### src/rtl/ttrw_pkg.sv
// ----------------------------------------------------------------------------
// ttrw_pkg: shared types and constants of the text terminal ring writer
// Command and character codes, register indexes, controller states and the
// control and status bundles between controller and datapath.
// ----------------------------------------------------------------------------
package ttrw_pkg;

  localparam int unsigned CMD_W  = 3;
  localparam int unsigned CHAR_W = 8;
  localparam int unsigned RROW_W = 6;
  localparam int unsigned RCOL_W = 7;
  localparam int unsigned CWR_W  = 6;
  localparam int unsigned CCOL_W = 7;
  localparam int unsigned WST_W  = 6;
  localparam int unsigned CNT_W  = 16;
  localparam int unsigned CFG_IDX_W  = 3;
  localparam int unsigned CFG_DATA_W = 8;

  typedef enum logic [CMD_W-1:0] {
    CMD_PUT_CHAR = 3'd0,
    CMD_SCROLL_UP = 3'd1,
    CMD_SCROLL_DOWN = 3'd2,
    CMD_HOME = 3'd3,
    CMD_END = 3'd4,
    CMD_READ_CELL = 3'd5
  } ttrw_cmd_e;

  localparam logic [CHAR_W-1:0] CH_NUL   = 8'h00;
  localparam logic [CHAR_W-1:0] CH_BS    = 8'h08;
  localparam logic [CHAR_W-1:0] CH_TAB   = 8'h09;
  localparam logic [CHAR_W-1:0] CH_NL    = 8'h0A;
  localparam logic [CHAR_W-1:0] CH_CR    = 8'h0D;
  localparam logic [CHAR_W-1:0] CH_SPACE = 8'h20;

  localparam logic [CFG_IDX_W-1:0] CFG_LINE_WIDTH  = 3'd0;
  localparam logic [CFG_IDX_W-1:0] CFG_WINDOW_ROWS = 3'd1;
  localparam logic [CFG_IDX_W-1:0] CFG_RING_ROWS   = 3'd2;
  localparam logic [CFG_IDX_W-1:0] CFG_TAB_STRIDE  = 3'd3;
  localparam logic [CFG_IDX_W-1:0] CFG_INPUT_MODE  = 3'd4;

  localparam logic [7:0] LINE_WIDTH_RST  = 8'd80;
  localparam logic [6:0] WINDOW_ROWS_RST = 7'd25;
  localparam logic [6:0] RING_ROWS_RST   = 7'd64;
  localparam logic [6:0] TAB_STRIDE_RST  = 7'd4;

  typedef enum logic [3:0] {
    ST_CLEAR, ST_IDLE, ST_NORM, ST_DISP, ST_FILL, ST_BSW, ST_SCAN_RD,
    ST_SCAN_CHK, ST_SCAN_END, ST_WRAP, ST_RECYC, ST_COMMIT, ST_READ_WAIT,
    ST_OUT
  } ttrw_state_e;

  typedef enum logic [2:0] {
    A_XY, A_NXNY, A_X_IDX, A_NX_IDX, A_READ, A_CLR, A_SWEEP
  } ttrw_asel_e;

  typedef enum logic [1:0] {
    WD_ZERO, WD_SPACE, WD_CHAR
  } ttrw_wsel_e;

  typedef struct packed {
    logic       load;
    logic       norm;
    logic       plan;
    logic       end_init;
    logic       idx_inc;
    logic       idx_clr;
    logic       scan_ny;
    logic       scan_col;
    logic       cnt_upd;
    logic       recycle;
    logic       commit;
    logic       scroll_up;
    logic       scroll_dn;
    logic       home;
    logic       read_cap;
    logic       out_load;
    logic       sweep_inc;
    logic       mem_we;
    logic       mem_re;
    ttrw_asel_e asel;
    ttrw_wsel_e wsel;
  } ttrw_ctl_t;

  typedef struct packed {
    logic [CMD_W-1:0]  cmd;
    logic [CHAR_W-1:0] ch;
    logic rs_ge_r;
    logic sweep_last;
    logic bs_noop;
    logic y_zero;
    logic fill_more;
    logic scan_end;
    logic rd_zero;
    logic nx_ge_r;
    logic idx_last;
    logic read_ok;
  } ttrw_sts_t;

endpackage

### src/rtl/ttrw_ctrl.sv
// ----------------------------------------------------------------------------
// ttrw_ctrl: command sequencer
// Clears the store after reset, then walks each command through its
// micro-ops and hands the result to the output register.
// ----------------------------------------------------------------------------
module ttrw_ctrl import ttrw_pkg::*; (
  input  logic      clk_i,
  input  logic      rst_ni,
  input  logic      in_valid_i,
  output logic      in_ready_o,
  output logic      out_valid_o,
  input  logic      out_ready_i,
  output ttrw_ctl_t ctl_o,
  input  ttrw_sts_t sts_i
);
  ttrw_state_e state_q, state_d;
  logic        ovalid_q, ovalid_d;

  always_ff @(posedge clk_i or negedge rst_ni) begin
    if (!rst_ni) begin
      state_q  <= ST_CLEAR;
      ovalid_q <= 1'b0;
    end else begin
      state_q  <= state_d;
      ovalid_q <= ovalid_d;
    end
  end

  always_comb begin
    state_d    = state_q;
    ovalid_d   = ovalid_q && !out_ready_i;
    in_ready_o = 1'b0;
    ctl_o      = '0;
    ctl_o.asel = A_XY;
    ctl_o.wsel = WD_ZERO;
    case (state_q)
      ST_CLEAR: begin
        ctl_o.mem_we    = 1'b1;
        ctl_o.asel      = A_SWEEP;
        ctl_o.sweep_inc = 1'b1;
        if (sts_i.sweep_last) state_d = ST_IDLE;
      end
      ST_IDLE: begin
        in_ready_o = 1'b1;
        if (in_valid_i) begin
          ctl_o.load = 1'b1;
          state_d    = ST_NORM;
        end
      end
      ST_NORM: begin
        ctl_o.norm = 1'b1;
        if (!sts_i.rs_ge_r) state_d = ST_DISP;
      end
      ST_DISP: begin
        state_d = ST_OUT;
        case (sts_i.cmd)
          CMD_PUT_CHAR: begin
            if (!sts_i.bs_noop) begin
              ctl_o.plan = 1'b1;
              case (sts_i.ch)
                CH_NL: begin
                  ctl_o.mem_we = 1'b1;
                  state_d      = ST_WRAP;
                end
                CH_CR:  state_d = ST_WRAP;
                CH_TAB: state_d = ST_FILL;
                CH_BS:  state_d = sts_i.y_zero ? ST_SCAN_RD : ST_BSW;
                default: begin
                  ctl_o.mem_we = 1'b1;
                  ctl_o.wsel   = WD_CHAR;
                  state_d      = ST_WRAP;
                end
              endcase
            end
          end
          CMD_SCROLL_UP:   ctl_o.scroll_up = 1'b1;
          CMD_SCROLL_DOWN: ctl_o.scroll_dn = 1'b1;
          CMD_HOME:        ctl_o.home = 1'b1;
          CMD_END: begin
            ctl_o.end_init = 1'b1;
            state_d        = ST_SCAN_RD;
          end
          CMD_READ_CELL: begin
            if (sts_i.read_ok) begin
              ctl_o.mem_re = 1'b1;
              ctl_o.asel   = A_READ;
              state_d      = ST_READ_WAIT;
            end
          end
          default: ;
        endcase
      end
      ST_FILL: begin
        if (sts_i.fill_more) begin
          ctl_o.mem_we  = 1'b1;
          ctl_o.asel    = A_X_IDX;
          ctl_o.wsel    = WD_SPACE;
          ctl_o.idx_inc = 1'b1;
        end else begin
          state_d = ST_WRAP;
        end
      end
      ST_SCAN_RD: begin
        if (sts_i.scan_end) begin
          state_d = ST_SCAN_END;
        end else begin
          ctl_o.mem_re = 1'b1;
          ctl_o.asel   = A_NX_IDX;
          state_d      = ST_SCAN_CHK;
        end
      end
      ST_SCAN_CHK: begin
        if (sts_i.rd_zero) begin
          state_d = ST_SCAN_END;
        end else begin
          ctl_o.idx_inc = 1'b1;
          state_d       = ST_SCAN_RD;
        end
      end
      ST_SCAN_END: begin
        if (sts_i.cmd == CMD_END) begin
          ctl_o.scan_col = 1'b1;
          state_d        = ST_OUT;
        end else begin
          ctl_o.scan_ny = 1'b1;
          state_d       = ST_BSW;
        end
      end
      ST_BSW: begin
        ctl_o.mem_we = 1'b1;
        ctl_o.asel   = A_NXNY;
        state_d      = ST_WRAP;
      end
      ST_WRAP: begin
        ctl_o.cnt_upd = 1'b1;
        ctl_o.idx_clr = 1'b1;
        state_d       = sts_i.nx_ge_r ? ST_RECYC : ST_COMMIT;
      end
      ST_RECYC: begin
        ctl_o.mem_we  = 1'b1;
        ctl_o.asel    = A_CLR;
        ctl_o.idx_inc = 1'b1;
        if (sts_i.idx_last) begin
          ctl_o.recycle = 1'b1;
          state_d       = ST_COMMIT;
        end
      end
      ST_COMMIT: begin
        ctl_o.commit = 1'b1;
        state_d      = ST_OUT;
      end
      ST_READ_WAIT: begin
        ctl_o.read_cap = 1'b1;
        state_d        = ST_OUT;
      end
      ST_OUT: begin
        // hold until the output register is free
        if (!ovalid_q || out_ready_i) begin
          ctl_o.out_load = 1'b1;
          ovalid_d       = 1'b1;
          state_d        = ST_IDLE;
        end
      end
      default: state_d = ST_IDLE;
    endcase
  end

  assign out_valid_o = ovalid_q;
endmodule

### config.mk
export PLATFORM = sky130hd
export DESIGN_NAME = ttrw_ctrl
export DESIGN_NICKNAME = d
export VERILOG_FILES = /design/src/rtl/ttrw_pkg.sv /design/src/rtl/ttrw_ctrl.sv
export SDC_FILE = /design/constraint.sdc
export NUM_CORES = 1
export LEC_CHECK = 0
export ABC_AREA = 1
export BUFFER_PORTS_ARGS = -buffer_cell sky130_fd_sc_hd__buf_2
export CAP_MARGIN = 25
export CORE_MARGIN = 2
export CORE_UTILIZATION = 35
export CTS_BUF_LIST = sky130_fd_sc_hd__clkbuf_4 sky130_fd_sc_hd__clkbuf_8
export DETAILED_ROUTE_END_ITERATION = 10
export HOLD_SLACK_MARGIN = 0.08
export PLACE_DENSITY = 0.69
export SETUP_SLACK_MARGIN = 0.02
export SLEW_MARGIN = 20
export SYNTH_ARGS = -nofsm -noshare
export SYNTH_HDL_FRONTEND = slang
export SYNTH_SLANG_ARGS = --single-unit
### constraint.sdc
create_clock -name clk_i -period 1.3 [get_ports clk_i]
set_input_delay 0.065 -clock clk_i [delete_from_list [all_inputs] [get_ports clk_i]]
set_output_delay 0.065 -clock clk_i [all_outputs]
set_load 0.01 [all_outputs]
==> metrics.txt <==
status finished with violations; failing checks negative setup slack; post-synth top area share 0.1943; Post-synth ARST share 1.000; Avg WL per Cell between 15 and 20 µm; leakage power 1.042 nW; largest net degree at the start of global routing 6; Die Span Y 52.72 µm; Vias/cell ~5.4; maximum clock path buffer count 2; Skew-Pair Late Insertion Delay between 0.2 and 0.3 ns; initial antenna violation count 0; # setup viols final 29; register area 128.9 µm²; DR pass1 iterations 4; Worst Path Arrival ~1.6 ns; core area 2233 µm²; sequential area share after synthesis 0.1506; post-synth cell types 23; Post-synth top cells nand2_1 (43), inv_1 (32), nor2_1 (24); slowest cell on the critical path dfrtp_2; Setup crit start kind flip-flop; Root Buffer Master clkbuf_4; total gr overflow 0; MaxCap Viol Count 0; GR peak layer met2; gr usage total 0.2894; Critical Path RT 1.24 ns; fin area 1847 µm²; Synth area leader nand2_1; sequential share of power 0.095; period utilisation layout 1.275; WS Path Type reg -> out; Routed Antenna Nets 0; DRT iter0 DRCs 75; routability cong. 1.010; I/O pins 51; CP max stage delay around 0.45 ns; top post-synthesis cells by area nand2_1 (19%), dfrtp_1 (15%), inv_1 (14%); worst-path fanout max 4; number of global-route vias before repair 1375; R2R Setup Slk -0.32 ns; DPL Wire Length 2540 µm; share of layout cells above drive strength 1 0.6496; die width 52.72 µm; ys flop type dfrtp_1; fmax 603.4 MHz; depth of the most critical reg-to-reg path 10; Sw Ratio 0.5098; CP Cell Sequence inv_2 > nand2_4 > nor2_4 > inv_2 > nor2_4 > nand4_4 > a41oi_2 > buf_2; HP Start out_ready_i; reg2reg end state_q[3]$_DFFE_PN0P_; cts bufs inserted 3; HP Class in -> reg; Buffers on Ports 50; RSZ-0062 raised after global routing true; row count 17; DIE AREA 2779 µm²; Final Max Tran Viols 0; area grow syn2layout 122.3%; Cell Pwr Density around 2100 nW/µm²; DR vias 1510; Final WS setup -0.3573 ns; P_int 1.858 mW; Post-synth EDFFs 0; CTS clk-pin slew, worst paths 0.06 ns; Initial Util 0.3720; Net count, final 280; Sink Count 5; post-synth net total around 180; Least-Margin Pin Slew 0.3722 ns; Setup crit end ctl_o[1]; clock period minus worst slack 1.657 ns; flops & latches, synth 5; ant diodes 0; clock power share 0.059; Critical Path Source state_q[3]$_DFFE_PN0P_; Post-DP Area 1281 µm²; first-pass GRT wire length between 5000 and 6000 µm; Setup Skew 0.01531 ns; met1 Track Usage GR 0.3017; fillers 138; WL final 4533 µm; CTS tree done; DP Worst Slack -0.1983 ns; Syn Area/Cell 5.326 µm²; met2 Use GR 0.5167; Slew HR 0.7510; endpoints failing hold 0; Worst Setup End Kind primary output; net switching power 1.932 mW; Cells after Synth between 150 and 200; Post-Syn Area 830.8 µm²; Worst VDD drop 0.001564 V; drt drc 0; Comb pwr share 0.846; Yosys warning total 0; met3 Use GR 0.08286; area of the multi-input gates 807.0 µm²; H-tree levels 1; count leader, synth nand2_1; Reg-to-Reg Start state_q[0]$_DFFE_PN0P_; Power, Total 3.790 mW
## worst max-delay path: cells and delay by family (launching register included)
kind                   cells  cell delay [ns]
buffers and inverters      3             0.32
AND/OR/NAND/NOR            4             0.40
AO/OA/AOI/OAI              1             0.16
flip-flops                 1             0.45
## worst min-delay path by stage
stage	cells after the start	end
2_1_floorplan	0	out_valid_o$_DFF_PN0_
3_3_place_gp	1	out_valid_o$_DFF_PN0_
3_5_place_dp	1	state_q[2]$_DFFE_PN0P_
4_1_cts	4	out_valid_o$_DFF_PN0_
5_1_grt	2	state_q[1]$_DFFE_PN0P_
6_report	4	out_valid_o$_DFF_PN0_
## routing by layer
layer  vias to the layer above  wire length, µm
li1                        683                -
met5                         -                0
met3                        26              411
met4                         0              203
met2                       103             2226
met1                       698             1693
## stage by stage
| step | TNS (ns) | hold slack [ns] | cells | util |
|---|---|---|---|---|
| after floorplan | 0 | -0.2306 | 156 | - |
| after global placement | -0.3911 | -0.1185 | 250 | 0.5737 |
| after detailed placement | -0.9386 | -0.1169 | 250 | 0.5737 |
| after CTS | -3.838 | 0.08690 | 270 | 0.7148 |
| after global routing | -7.979 | 0.1594 | 282 | 0.8269 |
| final | -6.635 | 0.1378 | 282 | 0.8269 |
## repair_timing
item                       CTS  global route
pin swaps                   12            16
setup endpoints to repair   24            29
hold endpoints to repair     5             0
gates resized for setup     43            37
hold buffers                 1             0
buffers inserted            15            13
## area by class of cell
class / instances / area share
repair buffers: 95 / 0.3828
multi-input cells: 115 / 0.4370
inverters: 35 / 0.07520
flip-flops and latches: 5 / 0.06978
clock buffers: 4 / 0.01626
well taps: 28 / 0.01897
## logic make-up (layout without fill, tap and decap cells)
logic type             Yosys count  in the layout  share of synthesized area
AOI/OAI and AO/OA               12             12                    0.09791
and+or+nand+nor                103            103                     0.5843
DFF                              5              5                     0.1506
buffers and inverters           36            134                     0.1672
## layout by cell type, fill, tap and decap left out, drive strengths merged
master        n
nand3b        1
nor2         32
inv          35
dfrtp         5
o21ai         7
o211ai        1
and3          1
nor4          3
nand4         4
a21oi         2
dlygate4sd3   1
nand2        47
o2111ai       1
nand3        13
buf          94
nor3          2
a41oi         1
clkbuf        4
## power groups by stage
stage / Combinational, mW / Clock [mW] / Sequential [mW]
final: 3.21 / 0.223 / 0.360
after global routing: 3.37 / 0.239 / 0.359
after CTS: 2.42 / 0.212 / 0.361
after detailed placement: 1.71 / 0 / 0.372
after global placement: 1.69 / 0 / 0.365
after floorplan: 1.06 / 0 / 0.358
## flip-flops by register name (all words and copies together) (netlist names)
register,count
out_valid_o,1
state_q,4
Note: power is estimated with default switching activity, not from simulation.
